## config.mk

```make
export PLATFORM = sky130hd
export DESIGN_NAME = qre_lane
export DESIGN_NICKNAME = d
export VERILOG_FILES = /design/src/design/qre_pkg.sv /design/src/design/qre_lane.sv
export SDC_FILE = /design/constraint.sdc
export NUM_CORES = 2
export LEC_CHECK = 0
export BUFFER_PORTS_ARGS = -buffer_cell sky130_fd_sc_hd__buf_2
export CELL_PAD_IN_SITES_DETAIL_PLACEMENT = 0
export CELL_PAD_IN_SITES_GLOBAL_PLACEMENT = 1
export CORE_MARGIN = 3
export CORE_UTILIZATION = 46
export CTS_CLUSTER_SIZE = 25
export DETAILED_ROUTE_END_ITERATION = 6
export PLACE_DENSITY_LB_ADDON = 0.1
export SYNTH_ARGS = -nofsm -noshare
export SYNTH_HDL_FRONTEND = slang
export SYNTH_SLANG_ARGS = --single-unit
```

## constraint.sdc

```tcl
create_clock -name aclk -period 7.57 [get_ports aclk]
set_input_delay 0.757 -clock aclk [delete_from_list [all_inputs] [get_ports aclk]]
set_output_delay 0.757 -clock aclk [all_outputs]
set_load 0.02 [all_outputs]
```

## src/design/qre_pkg.sv

```systemverilog
// ----------------------------------------------------------------------------
// qre_pkg
// Shared types and constants of the quaternion rotation engine.
// ----------------------------------------------------------------------------
`default_nettype none

package qre_pkg;

    localparam int QUAT_WIDTH      = 16;
    localparam int CFG_DATA_WIDTH  = 16;
    localparam int CFG_INDEX_WIDTH = 3;
    // Fraction bits of an exact quaternion product
    localparam int QPROD_FRAC      = 28;

    localparam logic [1:0] REBUILD_CYCLES = 2'd2;

    typedef enum logic [CFG_INDEX_WIDTH-1:0] {
        REG_QUAT_W     = 3'd0,
        REG_QUAT_X     = 3'd1,
        REG_QUAT_Y     = 3'd2,
        REG_QUAT_Z     = 3'd3,
        REG_CONVENTION = 3'd4
    } cfg_reg_t;

    typedef logic signed [QUAT_WIDTH-1:0] quat_t;

    typedef struct packed {
        quat_t w;
        quat_t x;
        quat_t y;
        quat_t z;
        logic  conv;
    } quat_cfg_t;

endpackage

`default_nettype wire

```

## src/design/qre_lane.sv

```systemverilog
// ----------------------------------------------------------------------------
// qre_lane
// One output component: three coefficient products, sum with round half up,
// shift and saturation. Three register stages, advanced by en.
// ----------------------------------------------------------------------------
`default_nettype none

module qre_lane import qre_pkg::*; #(
    parameter int VEC_WIDTH = 32,
    parameter int COEF_FRAC = 14
) (
    input  wire logic                          aclk,
    input  wire logic                          en,
    input  wire logic signed [VEC_WIDTH-1:0]   vec  [3],
    input  wire logic signed [COEF_FRAC+1:0]   coef [3],
    output logic signed      [VEC_WIDTH-1:0]   res,
    output logic                               sat
);

    localparam int CW    = COEF_FRAC + 2;
    localparam int HI_W  = (VEC_WIDTH > COEF_FRAC) ? VEC_WIDTH - COEF_FRAC : 1;
    localparam int EXT_W = ((VEC_WIDTH > COEF_FRAC) ? VEC_WIDTH : COEF_FRAC) + 1;
    localparam int HP_W  = HI_W + CW;
    localparam int LP_W  = COEF_FRAC + 1 + CW;
    localparam int HS_W  = HP_W + 2;
    localparam int LS_W  = LP_W + 2;
    localparam int LSH_W = LS_W - COEF_FRAC;
    localparam int RW    = ((HS_W > LSH_W) ? HS_W : LSH_W) + 1;

    localparam logic signed [LS_W-1:0] LS_HALF = LS_W'(1) << (COEF_FRAC - 1);
    localparam logic signed [RW-1:0]   VMAX    = (RW'(1) << (VEC_WIDTH - 1)) - RW'(1);
    localparam logic signed [RW-1:0]   VMIN    = -VMAX - RW'(1);

    logic signed [EXT_W-1:0]     ext  [3];
    logic signed [EXT_W-1:0]     eshr [3];
    logic signed [HI_W-1:0]      vhi  [3];
    logic signed [COEF_FRAC:0]   vlo  [3];

    logic signed [HP_W-1:0] hp_next [3];
    logic signed [HP_W-1:0] hp_reg  [3];
    logic signed [LP_W-1:0] lp_next [3];
    logic signed [LP_W-1:0] lp_reg  [3];

    logic signed [HS_W-1:0] hs_next, hs_reg;
    logic signed [LS_W-1:0] ls_next, ls_reg;

    logic signed [LS_W-1:0]      lsh;
    logic signed [RW-1:0]        sum;
    logic signed [VEC_WIDTH-1:0] res_next, res_reg;
    logic                        sat_next, sat_reg;

    // Split each component into a signed high part and an unsigned low part
    always_comb begin
        for (int j = 0; j < 3; j++) begin
            ext[j]     = EXT_W'(vec[j]);
            eshr[j]    = ext[j] >>> COEF_FRAC;
            vhi[j]     = eshr[j][HI_W-1:0];
            vlo[j]     = {1'b0, ext[j][COEF_FRAC-1:0]};
            hp_next[j] = vhi[j] * coef[j];
            lp_next[j] = vlo[j] * coef[j];
        end
    end

    always_comb begin
        hs_next = HS_W'(hp_reg[0]) + HS_W'(hp_reg[1]) + HS_W'(hp_reg[2]);
        ls_next = LS_W'(lp_reg[0]) + LS_W'(lp_reg[1]) + LS_W'(lp_reg[2]) + LS_HALF;
    end

    always_comb begin
        lsh = ls_reg >>> COEF_FRAC;
        sum = RW'(hs_reg) + RW'(lsh);
        if (sum > VMAX) begin
            res_next = VMAX[VEC_WIDTH-1:0];
            sat_next = 1'b1;
        end else if (sum < VMIN) begin
            res_next = VMIN[VEC_WIDTH-1:0];
            sat_next = 1'b1;
        end else begin
            res_next = sum[VEC_WIDTH-1:0];
            sat_next = 1'b0;
        end
    end

    always_ff @(posedge aclk) begin
        if (en) begin
            hp_reg  <= hp_next;
            lp_reg  <= lp_next;
            hs_reg  <= hs_next;
            ls_reg  <= ls_next;
            res_reg <= res_next;
            sat_reg <= sat_next;
        end
    end

    assign res = res_reg;
    assign sat = sat_reg;

endmodule

`default_nettype wire

```

==> summary.json <==
{
  "clock_tree": {
    "root_buffer": "clkbuf_16",
    "cts_inserted_buffers": 34,
    "cts_sinks": 283,
    "postCtsHoldBufs": 0,
    "post-cts-setup-buffer-count": 0,
    "insertion_delay_ns": 0.56,
    "cts-htree-levels": 2,
    "max-clock-path-buffers": 3,
    "cts_resized": 0,
    "clk_transition_reported_paths_ns": 0.07,
    "tritoncts": "built"
  },
  "die": {
    "rows": 145,
    "die_height_um": 404,
    "top_level_ports": 179,
    "core_region_area_mm2": 0.157,
    "floorplan.die_area_mm2": 0.163,
    "initial_utilization_pct": 46.5,
    "die_width_um": 404
  },
  "timing": {
    "slew_headroom_pct": 38.1,
    "finalSetupViolations": 0,
    "summed_negative_setup_slack_over_all_endpoints_ns": 0,
    "maxClockFrequency_mhz": 147,
    "finClkSkew_ns": 0.0163,
    "rsz0062_at_grt": "no",
    "worst_slew_pin_tran_ns": 0.928,
    "part_of_the_cycle_the_worst_path_needs_pct": 89.7,
    "timing_max_transition_violations_final": 0,
    "layout_min_cycle_time_ns": 6.79,
    "hold_violations": 0
  },
  "final_layout": {
    "area_taken_by_flip_flops_and_latches_mm2": 0.00850,
    "largest_register_ffs": 102,
    "final_layout_size_suffix_gt1_share_pct": 5.30,
    "synthToLayoutAreaGrowth_pct": 5.93,
    "nets": 9859,
    "multi_input_area_mm2": 0.0570,
    "layout.filler_cells": 15100
  },
  "worst_setup_path": {
    "buf_inv_on_cp": 3,
    "reg2reg_to": "hs_reg[35]$_DFFE_PP_",
    "worst_path_largest_cell_delay_ns": 0.57,
    "critPathMostFrequentCell": "fa_1",
    "required_ns": 7.88,
    "worstPathArrival_ns": 7.10,
    "critical-path-top-delay-family": "adder cells",
    "worstSetupStartpointType": "input pin",
    "path_cells": "buf_2 > buf_4 > nand2_1 > fa_1 > fa_1 > fa_1 > fa_1 > inv_1 > fa_1 > fa_1 > ha_1 > a21o_1 > nor3b_1 > a2111oi_0 > o31ai_1 > a221oi_1 > o31ai_1 > o41a_1 > o41ai_2 > xnor2_1",
    "critical_path_class": "in2reg",
    "critical_path.max_fanout": 15,
    "reg2reg_slack_ns": 3.15,
    "critical_path.endpoint_type": "register",
    "critPathSlowestCell": "fa_1",
    "reg2reg_depth": 13,
    "r2r_start": "hp_reg[1]$_DFFE_PP_"
  },
  "detailed_routing": {
    "postRouteWirelength_um": 187000,
    "avgRoutedWirePerCell_um": 19.5,
    "drcViolationCount": 0,
    "dr.first_iter.drc_count": 2671,
    "detailed_router_iteration_count_before_antenna_repair": 5,
    "route.detailed.vias_per_inst": 5.18,
    "detail-route-antenna-nets": 0,
    "vias": 49700
  },
  "job": {
    "max_cap_violations": 0
  },
  "status": {
    "run_status": "finished, final reports clean"
  },
  "synth": {
    "number_of_enable_flip_flop_cells_after_synthesis": 283,
    "synth.ff_latch_count": 283,
    "synthCells": 7462,
    "post_synth_main_area_contributors": "fa_1 (44%), edfxtp_1 (12%), ha_1 (11%)",
    "synthDistinctLibCells": 93,
    "mappedNetlistNets": 9811,
    "synth-warning-count": 0,
    "synth_flop_cell": "edfxtp_1",
    "synth_area_leader_cell": "fa_1",
    "synth.top_cell.area_share_pct": 43.7,
    "synth_area_per_cell_um2": 9.76,
    "mappedNetlistArea_mm2": 0.0729,
    "yosysSeqAreaShare_pct": 11.7,
    "async_flop_share_pct": 0
  },
  "grt": {
    "wire_length_of_the_first_global_routing_pass_um": 303000,
    "antenna_violations_before_repair": 11,
    "grt_pass1_vias": 54100,
    "gr-total-overflow": 0,
    "grt_start_max_net_pins": 173,
    "globalRouteTotalUtil_pct": 23.9
  },
  "min_path": {
    "min_from": "ls_reg[14]$_DFFE_PP_",
    "worstHoldPathCells": 3,
    "min-delay-path-class": "reg2reg",
    "hold_path_endpoint": "res[0]$_SDFFCE_PN1P_"
  },
  "place": {
    "post-dp-hpwl_um": 157000,
    "routabilityCongestion": 0.878,
    "portBuffers": 178
  }
}
cell usage after synthesis (26+ instances only):
library cell,count
inv_1,1694
fa_1,1590
xnor2_1,203
a21oi_1,215
clkbuf_1,241
nand3_1,33
xor2_1,58
nand2_1,820
o21a_1,47
nand2b_1,42
nor3_1,45
a21o_1,87
edfxtp_1,283
ha_1,613
nor2_1,179
a211oi_1,37
o21ai_2,26
o21bai_1,31
o21ai_0,112
and2_1,779
worst max-delay path by stage:
stage | start | end | slack (ns) | cells past startpoint
final | coef[33] | hp_reg[99]$_DFFE_PP_ | 0.78 | 20
after global routing | coef[17] | hp_reg[59]$_DFFE_PP_ | 0.45 | 21
after CTS | coef[41] | lp_reg[91]$_DFFE_PP_ | 0.84 | 24
after detailed placement | coef[41] | lp_reg[91]$_DFFE_PP_ | 0.26 | 24
after global placement | coef[33] | hp_reg[99]$_DFFE_PP_ | 0.32 | 20
after floorplan | coef[15] | lp_reg[29]$_DFFE_PP_ | 0.63 | 20
layout make-up:
| type | count | share of cell area (%) |
|---|---|---|
| multi-input cells | 5227 | 73.8 |
| flip-flops and latches | 283 | 11.0 |
| inverters | 1694 | 8.24 |
| well taps | 2058 | 3.34 |
| repair buffers | 270 | 2.13 |
| clock buffers | 35 | 1.13 |
| clock inverters | 26 | 0.352 |
| diodes | 1 | 0.00324 |
kinds of logic after synthesis:
group,count (synthesis),share of synthesized area [%]
buf+inv,1952,10.2
flops,283,11.7
xor+xnor,262,3.16
mux,2,0.0275
simple gates,2023,13.9
compound gates,737,6.88
fa+ha+maj,2203,54.2
placed cells by master, fill, tap and decap left out, types with 37 or more instances in the layout:
cell      count
edfxtp_1    283
xor2_1       58
a21oi_1     215
xnor2_1     203
o21ai_0     112
o21a_1       47
buf_2       177
ha_1        613
inv_1      1694
nor3_1       45
nor2_1      179
nand2b_1     42
a211oi_1     37
and2_1      779
fa_1       1590
buf_4        88
a21o_1       87
nand2_1     820
tightest hold or removal path, delay by kind of cell, from the launching register on:
family | cells | cell delay [ns]
AOI/OAI and AO/OA | 1 | 0.12
adders and majority gates | 1 | 0.11
DFF | 1 | 0.33
buffers and inverters | 1 | 0.04
routing by layer:
| metal | vias up | track usage (%) | part of all wire (%) |
|---|---|---|---|
| li1 | 22800 | - | - |
| met3 | 186 | 2.06 | 4.1 |
| met1 | 25800 | 33.6 | 45 |
| met4 | 0 | 5.22 | 2.4 |
| met2 | 970 | 40.6 | 49 |
| met5 | - | 0 | 0 |
per-stage QoR:
stage | hold WS (ns) | setup WS (ns) | std cells | area [um^2] | utilization [%]
floorplan | 0.660 | 0.630 | 7462 | 72900 | -
global placement | 0.700 | 0.316 | 9532 | 76000 | 48.5
detailed placement | 0.712 | 0.259 | 9532 | 76000 | 48.5
CTS | 0.726 | 0.837 | 9593 | 77200 | 49.2
global route | 0.767 | 0.454 | 9593 | 77200 | 49.2
finish | 0.718 | 0.778 | 9594 | 77200 | 49.2
Power is not shown: default switching activity piles up to over one toggle a cycle in this logic, so the estimate is an artifact.
