`config.mk`:
```
export PLATFORM = sky130hd
export DESIGN_NAME = qre_merge
export DESIGN_NICKNAME = d
export VERILOG_FILES = /design/src/design/qre_pkg.sv /design/src/design/qre_merge.sv
export SDC_FILE = /design/constraint.sdc
export NUM_CORES = 1
export LEC_CHECK = 0
export BUFFER_PORTS_ARGS = -buffer_cell sky130_fd_sc_hd__buf_2
export CAP_MARGIN = 15
export CORE_MARGIN = 2
export CORE_UTILIZATION = 47
export CTS_CLUSTER_DIAMETER = 120
export CTS_CLUSTER_SIZE = 40
export DETAILED_ROUTE_END_ITERATION = 10
export GPL_TIMING_DRIVEN = 0
export HOLD_SLACK_MARGIN = 0.12
export PLACE_DENSITY = 0.73
export SYNTH_ARGS = -nofsm -noshare
export SYNTH_HDL_FRONTEND = slang
export SYNTH_SLANG_ARGS = --single-unit
```
`constraint.sdc`:
```
create_clock -name aclk -period 10.8 [get_ports aclk]
set_input_delay 1.08 -clock aclk [delete_from_list [all_inputs] [get_ports aclk]]
set_output_delay 1.08 -clock aclk [all_outputs]
set_load 0.05 [all_outputs]
```
`src/design/qre_pkg.sv`:
```
// ----------------------------------------------------------------------------
// qre_pkg
// Shared types and constants of the quaternion rotation engine.
// ----------------------------------------------------------------------------
`default_nettype none

package qre_pkg;

    localparam int QUAT_WIDTH      = 16;
    localparam int CFG_DATA_WIDTH  = 16;
    localparam int CFG_INDEX_WIDTH = 3;
    // Fraction bits of an exact quaternion product
    localparam int QPROD_FRAC      = 28;

    localparam logic [1:0] REBUILD_CYCLES = 2'd2;

    typedef enum logic [CFG_INDEX_WIDTH-1:0] {
        REG_QUAT_W     = 3'd0,
        REG_QUAT_X     = 3'd1,
        REG_QUAT_Y     = 3'd2,
        REG_QUAT_Z     = 3'd3,
        REG_CONVENTION = 3'd4
    } cfg_reg_t;

    typedef logic signed [QUAT_WIDTH-1:0] quat_t;

    typedef struct packed {
        quat_t w;
        quat_t x;
        quat_t y;
        quat_t z;
        logic  conv;
    } quat_cfg_t;

endpackage

`default_nettype wire

```
`src/design/qre_merge.sv`:
```
// ----------------------------------------------------------------------------
// qre_merge
// Joins the three lane results into one result request, merges the clip
// flags, and holds the output register with a skid stage behind it.
// ----------------------------------------------------------------------------
`default_nettype none

module qre_merge import qre_pkg::*; #(
    parameter int VEC_WIDTH   = 32,
    parameter int TDATA_WIDTH = 96
) (
    input  wire logic                          aclk,
    input  wire logic                          aresetn,
    input  wire logic                          pipe_valid,
    output logic                               pipe_ready,
    input  wire logic signed [VEC_WIDTH-1:0]   res [3],
    input  wire logic        [2:0]             sat,
    output logic                               m_tvalid,
    input  wire logic                          m_tready,
    output logic             [TDATA_WIDTH-1:0] m_tdata,
    output logic                               m_tuser
);

    logic [TDATA_WIDTH-1:0] pipe_data;
    logic                   pipe_flag;
    logic                   pipe_fire;

    logic                   out_valid_reg, out_valid_next;
    logic [TDATA_WIDTH-1:0] out_data_reg,  out_data_next;
    logic                   out_flag_reg,  out_flag_next;
    logic                   skid_valid_reg, skid_valid_next;
    logic [TDATA_WIDTH-1:0] skid_data_reg,  skid_data_next;
    logic                   skid_flag_reg,  skid_flag_next;

    assign pipe_data  = TDATA_WIDTH'({res[2], res[1], res[0]});
    assign pipe_flag  = |sat;
    assign pipe_ready = !skid_valid_reg;
    assign pipe_fire  = pipe_valid && pipe_ready;

    always_comb begin
        out_valid_next  = out_valid_reg;
        out_data_next   = out_data_reg;
        out_flag_next   = out_flag_reg;
        skid_valid_next = skid_valid_reg;
        skid_data_next  = skid_data_reg;
        skid_flag_next  = skid_flag_reg;

        if (m_tready || !out_valid_reg) begin
            if (skid_valid_reg) begin
                // drain the skid stage first
                out_valid_next  = 1'b1;
                out_data_next   = skid_data_reg;
                out_flag_next   = skid_flag_reg;
                skid_valid_next = 1'b0;
            end else begin
                out_valid_next = pipe_fire;
                out_data_next  = pipe_data;
                out_flag_next  = pipe_flag;
            end
        end else if (pipe_fire) begin
            // output stalled: park the request
            skid_valid_next = 1'b1;
            skid_data_next  = pipe_data;
            skid_flag_next  = pipe_flag;
        end
    end

    always_ff @(posedge aclk) begin
        if (!aresetn) begin
            out_valid_reg  <= 1'b0;
            skid_valid_reg <= 1'b0;
        end else begin
            out_valid_reg  <= out_valid_next;
            skid_valid_reg <= skid_valid_next;
        end
    end

    always_ff @(posedge aclk) begin
        out_data_reg  <= out_data_next;
        out_flag_reg  <= out_flag_next;
        skid_data_reg <= skid_data_next;
        skid_flag_reg <= skid_flag_next;
    end

    assign m_tvalid = out_valid_reg;
    assign m_tdata  = out_data_reg;
    assign m_tuser  = out_flag_reg;

endmodule

`default_nettype wire

```
==> results of run 1 <==
[cells in the final DEF, fill, tap and decap left out]
cell,netlist,routed
buf_2,8,209
edfxtp_1,194,194
mux2_2,89,89
clkbuf_16,0,17
buf_6,2,11
mux2_4,8,8
bufinv_16,0,5
clkbuf_1,0,3
clkinv_4,0,3
inv_6,0,2
dfxtp_1,2,2
diode_2,0,1
nand2b_4,0,1
buf_12,1,1
or3_1,1,1
inv_1,1,1
nor3b_2,0,1
nor2_1,1,1
a21boi_0,1,1
nor3b_1,2,1
clkinv_2,0,1
clkinv_1,0,1
buf_16,0,1
[critical path, cell delays in order]
cell	delay (ps)
buf_2	90
nand2b_4	390
buf_16	350
nor3b_2	730
buf_6	260
buf_6	190
buf_6	180
buf_6	180
[cell families (layout without fill, tap and decap cells)]
family	Yosys count	in the layout	synth area share [%]
simple gates	5	5	0.440
other cells	0	1	0
mux	97	97	15.8
compound gates	1	1	0.106
buf+inv	12	255	1.21
flops	196	196	82.5
[path summary, 6_finish.rpt]
kind / start / end / slack [ps] / cells after the start
worst max register to register: m_tvalid / skid_data_reg[63] / 7890 / 7
worst min-delay path: skid_data_reg[13] / m_tdata[13] / 550 / 1
worst min register to register: skid_data_reg[13] / m_tdata[13] / 550 / 1
worst max-delay path: m_tready / skid_data_reg[63] / 7450 / 8
[Yosys cell counts]
| cell | n | area [um^2] |
|---|---|---|
| nor3b_1 | 2 | 15.0 |
| dfxtp_1 | 2 | 40.0 |
| buf_2 | 8 | 40.0 |
| or3_1 | 1 | 6.26 |
| nand2b_1 | 1 | 6.26 |
| nor2_1 | 1 | 3.75 |
| edfxtp_1 | 194 | 5830 |
| mux2_2 | 89 | 1000 |
| a21boi_0 | 1 | 7.51 |
| mux2_4 | 8 | 120 |
| inv_1 | 1 | 3.75 |
| buf_12 | 1 | 20.0 |
| buf_6 | 2 | 22.5 |
[metal layers]
layer  track usage [%]  vias to the layer above  share of wire, %  wire length (um)
li1                  -                     1711                 -                 -
met1              21.1                     1840                41              5350
met2              26.1                      149                48              6260
met3              8.08                       17                10              1310
met4              6.85                        0               1.5               197
met5                 0                        -                 0                 0
[power groups by stage]
stage	clock network, mW	logic [mW]	registers, mW
after floorplan	0	0.0341	1.01
after global placement	0	0.192	0.909
after detailed placement	0	0.200	0.905
after CTS	0.694	0.201	0.888
after global routing	0.724	0.208	0.891
final	0.681	0.199	0.888
[cell type report]
cell class,instances,area share (%)
inverters,1,0.0411
multi-input cells,103,12.9
well taps,184,2.52
repair buffers,211,12.4
clock inverters,12,2.22
clock buffers,20,4.78
flip-flops and latches,196,64.2
plain buffers,11,0.904
diodes,1,0.0274
==> results.yml, run 1 <==
timing:
  rsz0062_at_grt: "false"
  worst_slack_ps: 7450
  final_max_slew_viol_count: 0
  clock_skew_ps: 9.36
  max-slew-margin-rel_pct: 43.0
  worst_slew_pin_slew_ps: 852
  tns_ps: 0
  final_hold_viol_count: 0
  fin_crit_sh_pct: 31.0
  holdWs_ps: 548
  finalCriticalPeriod_ps: 3350
  fmax_ghz: 0.298
  setup_viol_count_final: 0
floorplan:
  num_rows: 44
  fp.dieH_um: 127
  start_util_pct: 48.6
  io_pins: 202
  dieArea_um2: 16100
  core_area_um2: 14600
  die_width_um: 127
layout:
  drive_above_1_share_pct: 63.0
  final_util_pct: 62.4
  multi_input_area_um2: 1170
  area.growth.synth_to_final_pct: 28.4
  nNetsFinal: 644
  fin_cells: 739
  nFillCells: 1059
  final_area_um2: 9130
  seqCellArea_um2: 5870
clocking:
  cts_sinks: 196
  htree_levels: 4
  ctsHoldBuffers: 0
  root_buffer: "clkbuf_16"
  cts-resized-gates: 0
  path_clk_slew_ps: 70
  tritoncts: "yes"
  post-cts-setup-buffers: 0
  cts_buffers: 17
  clockBufferDepth: 2
  clk_latency_ps: 430
synth:
  synthCells: 311
  synth.avg_cell_area_um2: 22.9
  syn-cell-area_um2: 7110
  synth_nets: 414
  yosys_warnings: 0
  seq_area_frac_synth_pct: 82.5
  ys_seq_elements: 196
  synth_cell_types: 13
grt:
  antenna_found_initial: 0
  grt_use_total_pct: 17.0
  first_global_vias: 3987
  grt_first_pass_wirelength_mm: 20.7
  grt_overflow_total: 0
  grt_max_degree: 64
placed_design:
  dp.cells: 706
  postPlaceCellArea_um2: 8490
  gp_congestion: 0.740
  pre_cts_ws_ps: 6890
  portBuffers: 201
  dp_hpwl_mm: 9.08
power_and_ir_drop:
  switching_share_pct: 23.8
  pwr-share-seq_pct: 50.2
  p_comb_share_pct: 11.2
  vdd_drop_max_mv: 0.125
  p_int_mw: 1.35
  powerDensity_nw_per_um2: 194
  p_leak_nw: 3.52
  pwr-share-clk_pct: 38.5
  power_mw: 1.77
  power.net_switching_mw: 0.421
drt:
  wire_per_inst_um: 17.7
  final_antenna_net_count: 0
  drc: 0
  vias: 3717
  viasPerCell: 5.03
  drt-initial-drc-count: 176
  first_pass_iters: 4
  wirelength_mm: 13.1
worst_setup_path:
  critPathKind: "in -> reg"
  arrival_ps: 3490
  worstPathRequired_ps: 10940
  worstSetupEndpointType: "flop"
  crit_fanout: 63
  critical_path.startpoint_type: "primary input"
run_status:
  status: "complete, no violations"
job:
  cap_violations: 0
hold_path:
  worst_hold_path_type: "reg -> reg"
Power figures use the tool's default switching activity.
==> run 2, diff against run 1 <==
ABC_AREA = 1   (was not set)
clock period = 2.7 ns   (was 10.8 ns; I/O delays follow)
==> results.yml, run 2 <==
drt:
  viasPerCell: 4.76
  vias: 4954
  drt-initial-drc-count: 419
  final_antenna_net_count: 0
  wire_per_inst_um: 15.6
  first_pass_iters: 4
  wirelength_mm: 16.2
  drc: 0
synth:
  synth_cell_types: 11
  synth_xor_area_share_pct: 0
  ys_seq_elements: 196
  synth.top_cell.area_share_pct: 81.6
  async_flop_share_pct: 0
  yosys.area_share.simple_pct: 15.7
  synth_common_cells: "294 x nand2_1, 194 x edfxtp_1, 15 x buf_2"
  synthTopCellsByArea: "edfxtp_1 82%, nand2_1 15%, buf_2 1.1%, dfxtp_1 0.56%, buf_4 0.42%"
  synth_nets: 623
  yosys_warnings: 0
  synthMuxAreaShare_pct: 0
  yosysMostFrequentCell: "nand2_1"
  synth-edff-count: 194
  yosysTopAreaCell: "edfxtp_1"
  synth.avg_cell_area_um2: 13.7
  seq_area_frac_synth_pct: 82.2
  syn-cell-area_um2: 7140
  synth_compound_area_share_pct: 0.0701
  synth_top_family_by_area: "simple AND/OR/NAND/NOR gates"
  synthCells: 520
  synth_ff_type: "edfxtp_1"
  synthAdderAreaFrac_pct: 0
grt:
  antenna_found_initial: 0
  grt_use_total_pct: 20.4
  grt_first_pass_wirelength_mm: 25.6
  first_global_vias: 5121
  grt_max_degree: 101
  grt_overflow_total: 0
worst_setup_path:
  worstPathRequired_ps: 2810
  crit_chain: "nand2_8 > nor2_4 > buf_12"
  reg2reg_depth: 3
  critical_path.startpoint_type: "flop"
  crit_path_top_delay_cell: "nor2_4"
  critPathKind: "reg -> reg"
  critPathMaxStageDelay_ps: 970
  worstSetupEndpointType: "flop"
  arrival_ps: 2580
  crit_fanout: 100
layout:
  fin_cells: 1040
  drive_above_1_share_pct: 29.9
  most-common-layout-cells: "293 x nand2_1, 216 x buf_2, 194 x edfxtp_1"
  area.growth.synth_to_final_pct: 39.2
  nNetsFinal: 942
  final_util_pct: 66.1
  antenna_cells: 0
  final_common_cell: "nand2_1"
clocking:
  tritoncts: "yes"
  htree_levels: 4
  path_clk_slew_ps: 60
  root_buffer: "clkbuf_16"
  clockBufferDepth: 2
  cts_sinks: 196
  cts_buffers: 17
  clk_latency_ps: 420
placed_design:
  gp_congestion: 0.759
  dp.cells: 911
  dp_hpwl_mm: 9.74
  portBuffers: 201
floorplan:
  start_util_pct: 47.5
  io_pins: 202
  num_rows: 45
  fp.dieH_um: 127
  dieArea_um2: 16200
  die_width_um: 127
  core_area_um2: 15000
timing:
  final_hold_viol_count: 0
  rsz0062_at_grt: "false"
  finalCriticalPeriod_ps: 2470
  holdWs_ps: 165
  fmax_ghz: 0.405
  setup_viol_count_final: 0
  final_max_slew_viol_count: 0
  max-slew-margin-rel_pct: 34.4
  clock_skew_ps: 12.3
  worst_slew_pin_slew_ps: 982
  fin_crit_sh_pct: 91.4
job:
  cap_violations: 0
run_status:
  status: "complete, no violations"
power_and_ir_drop:
  p_int_mw: 4.96
  switching_share_pct: 26.3
  powerDensity_nw_per_um2: 678
  power_mw: 6.73
  p_comb_share_pct: 13.8
  pwr-share-clk_pct: 33.3
  vdd_drop_max_mv: 0.428
  pwr-share-seq_pct: 53.0
  power.net_switching_mw: 1.77
  p_leak_nw: 4.31
hold_path:
  hold-path-cell-count: 3
  worst_hold_path_type: "in -> reg"
==> run 2: cell types whose count changed after synthesis, sizes merged, moves of 2 or more <==
cell / delta
buf: +10
nor3b: -2
nand2: +294
inv: +3
mux2: -97
nor2: +2
==> run 2: worst paths after layout <==
check / from / endpoint / slack, ps
worst min-delay path: sat[2] / skid_flag_reg / 170
worst min register to register: skid_data_reg[89] / m_tdata[89] / 510
worst max-delay path: m_tvalid / skid_data_reg[32] / 230
worst max register to register: m_tvalid / skid_data_reg[32] / 230
==> run 2: worst max-delay path, delay by kind of cell (launching register included) <==
family / cells / cell delay [ps]
AND/OR/NAND/NOR: 2 / 1370
buffers and inverters: 1 / 310
flip-flops: 1 / 380
==> run 2: repair_timing <==
| action | 4_1_cts | 5_1_grt |
|---|---|---|
| hold endpoints to repair | 119 | 0 |
| buffers inserted | 0 | 0 |
| resized for setup | 0 | 0 |
| hold buffers | 97 | 0 |
| setup endpoints to repair | 0 | 0 |
==> run 2: cell families (layout without fill, tap and decap cells) <==
family / after synthesis / after routing
AOI/OAI and AO/OA: 1 / 1
buffers and inverters: 25 / 357
DFF: 196 / 196
and+or+nand+nor: 298 / 298
==> run 2: area by class of cell <==
class	instances	area (um^2)
plain buffers	21	128
clock buffers	18	429
well taps	188	235
flip-flops and latches	196	5870
multi-input cells	299	1150
repair buffers	300	2020
inverters	4	17.5
fillers	1084	5100
clock inverters	14	88.8
==> run 2: stage by stage <==
step	cell area, um^2	TNS, ps	setup slack, ps
3_3_place_gp	8400	-94020	-976
5_1_grt	9930	0	73.1
6_report	9930	0	234
4_1_cts	9930	0	189
3_5_place_dp	8440	0	49.9
2_1_floorplan	7160	-10360	-107
==> run 2: power by group through the flow <==
stage               clock (mW)  sequential (mW)  combinational, mW
floorplan                    0             4.06              0.128
global placement             0             3.63              0.793
detailed placement           0             3.63              0.813
CTS                       2.28             3.57              0.923
global route              2.41             3.58              0.980
finish                    2.24             3.57              0.926
==> run 2: layer usage <==
metal	up-vias	track usage (%)	part of all wire, %
met5	-	0	0
met4	0	7.43	1.7
li1	2400	-	-
met1	2356	24.8	41
met2	172	35.2	51
met3	26	5.65	6.0
==> run 3, diff against run 2 <==
CTS_BUF_LIST = sky130_fd_sc_hd__clkbuf_4 sky130_fd_sc_hd__clkbuf_8 sky130_fd_sc_hd__clkbuf_16   (was not set)
==> results.yml, run 3 (same netlist as run 2, synthesis figures left out) <==
run_status:
  status: "complete, no violations"
power_and_ir_drop:
  p_leak_nw: 4.31
  vdd_drop_max_mv: 0.428
  powerDensity_nw_per_um2: 678
  power_mw: 6.74
clocking:
  clk_latency_ps: 420
  htree_levels: 4
  tritoncts: "yes"
  root_buffer: "clkbuf_16"
  cts_sinks: 196
  cts-resized-gates: 0
  ctsHoldBuffers: 97
  cts_buffers: 17
  post-cts-setup-buffers: 0
  clockBufferDepth: 2
  path_clk_slew_ps: 60
timing:
  max-slew-margin-rel_pct: 34.4
  final_hold_viol_count: 0
  fin_crit_sh_pct: 91.4
  worst_slew_pin_slew_ps: 981
  final_max_slew_viol_count: 0
  rsz0062_at_grt: "false"
  setup_viol_count_final: 0
  clock_skew_ps: 12.0
  tns_ps: 0
  finalCriticalPeriod_ps: 2470
  fmax_ghz: 0.405
drt:
  wl_met2_mm: 8.25
  final_antenna_net_count: 0
  maxUsedRoutingLayer: "met4"
  wirelength_mm: 16.2
  m1WireLength_mm: 6.70
  viasPerCell: 4.76
  drc: 0
  wl_met3_um: 959
  first_pass_iters: 4
  wire_per_inst_um: 15.6
  vias: 4951
  drt-initial-drc-count: 409
floorplan:
  num_rows: 45
  core_area_um2: 15000
  io_pins: 202
  dieArea_um2: 16200
  fp.dieH_um: 127
  die_width_um: 127
  start_util_pct: 47.5
placed_design:
  gp_congestion: 0.759
  portBuffers: 201
  dp.cells: 911
  dp_hpwl_mm: 9.74
worst_setup_path:
  r2r_start: "m_tvalid"
  arrival_ps: 2570
  crit_fanout: 100
  worstPathRequired_ps: 2810
  rrSetupSlack_ps: 230
  critPathKind: "reg -> reg"
  worstSetupEndpointType: "flop"
  reg2reg_depth: 3
  critical_path.startpoint_type: "flop"
  r2r_end: "skid_data_reg[32]"
layout:
  multi_input_area_um2: 1150
  most-common-layout-cells: "293 x nand2_1, 216 x buf_2, 194 x edfxtp_1"
  final_common_cell: "nand2_1"
  antenna_cells: 0
  final_util_pct: 66.1
  seqCellArea_um2: 5870
  nFillCells: 1085
  fin_cells: 1040
  nNetsFinal: 942
  drive_above_1_share_pct: 30.0
  area.growth.synth_to_final_pct: 39.3
grt:
  grt_first_pass_wirelength_mm: 25.6
  grt_overflow_total: 0
  first_global_vias: 5121
  grt_use_total_pct: 20.4
  antenna_found_initial: 0
  grt_max_degree: 101
hold_path:
  min_from: "sat[2]"
  hold-path-cell-count: 3
  worst_hold_path_type: "in -> reg"
  worst_hold_path.endpoint: "skid_flag_reg"
job:
  cap_violations: 0
[run 3: final cells by class]
type                       instances  share of cell area, %
clock inverter                    14                  0.894
multi-input combinational        299                   11.6
sequential                       196                   59.1
buffer                            21                   1.28
timing repair buffer             300                   20.3
inverter                           4                  0.176
clock buffer                      18                   4.36
tap                              188                   2.37
[run 3: worst max-delay path: stages (launching register included)]
cell	delay, ps
dfxtp_4	380
nand2_8	400
nor2_4	970
buf_12	310
[run 3: worst max-delay path by stage]
| stage | start | end | depth (start not counted) | slack (ps) |
|---|---|---|---|---|
| CTS | m_tvalid | skid_data_reg[32] | 3 | 190 |
| detailed placement | m_tready | skid_data_reg[32] | 5 | 50 |
| global placement | m_tready | skid_data_reg[24] | 4 | -980 |
| finish | m_tvalid | skid_data_reg[32] | 3 | 230 |
| global route | m_tvalid | skid_data_reg[32] | 3 | 70 |
| floorplan | m_tvalid | skid_data_reg[0] | 2 | -110 |
[run 3: power by group]
part | switching [mW] | internal [mW] | leakage [nW] | total, mW
clock | 1.07 | 1.18 | 0.254 | 2.25
combinational | 0.656 | 0.270 | 2.16 | 0.926
sequential | 0.0412 | 3.52 | 1.91 | 3.57
[run 3: through the flow]
step	instance area [um^2]	hold slack [ps]	setup slack, ps
after floorplan	7160	369	-107
after global placement	8400	461	-976
after detailed placement	8440	463	49.9
after CTS	9940	147	189
after global routing	9940	153	73.1
final	9940	167	233
[run 3: routing by layer]
layer | vias up | GRT usage [%]
li1 | 2400 | -
met1 | 2355 | 24.8
met2 | 171 | 35.2
met3 | 25 | 5.65
met4 | 0 | 7.43
met5 | - | 0
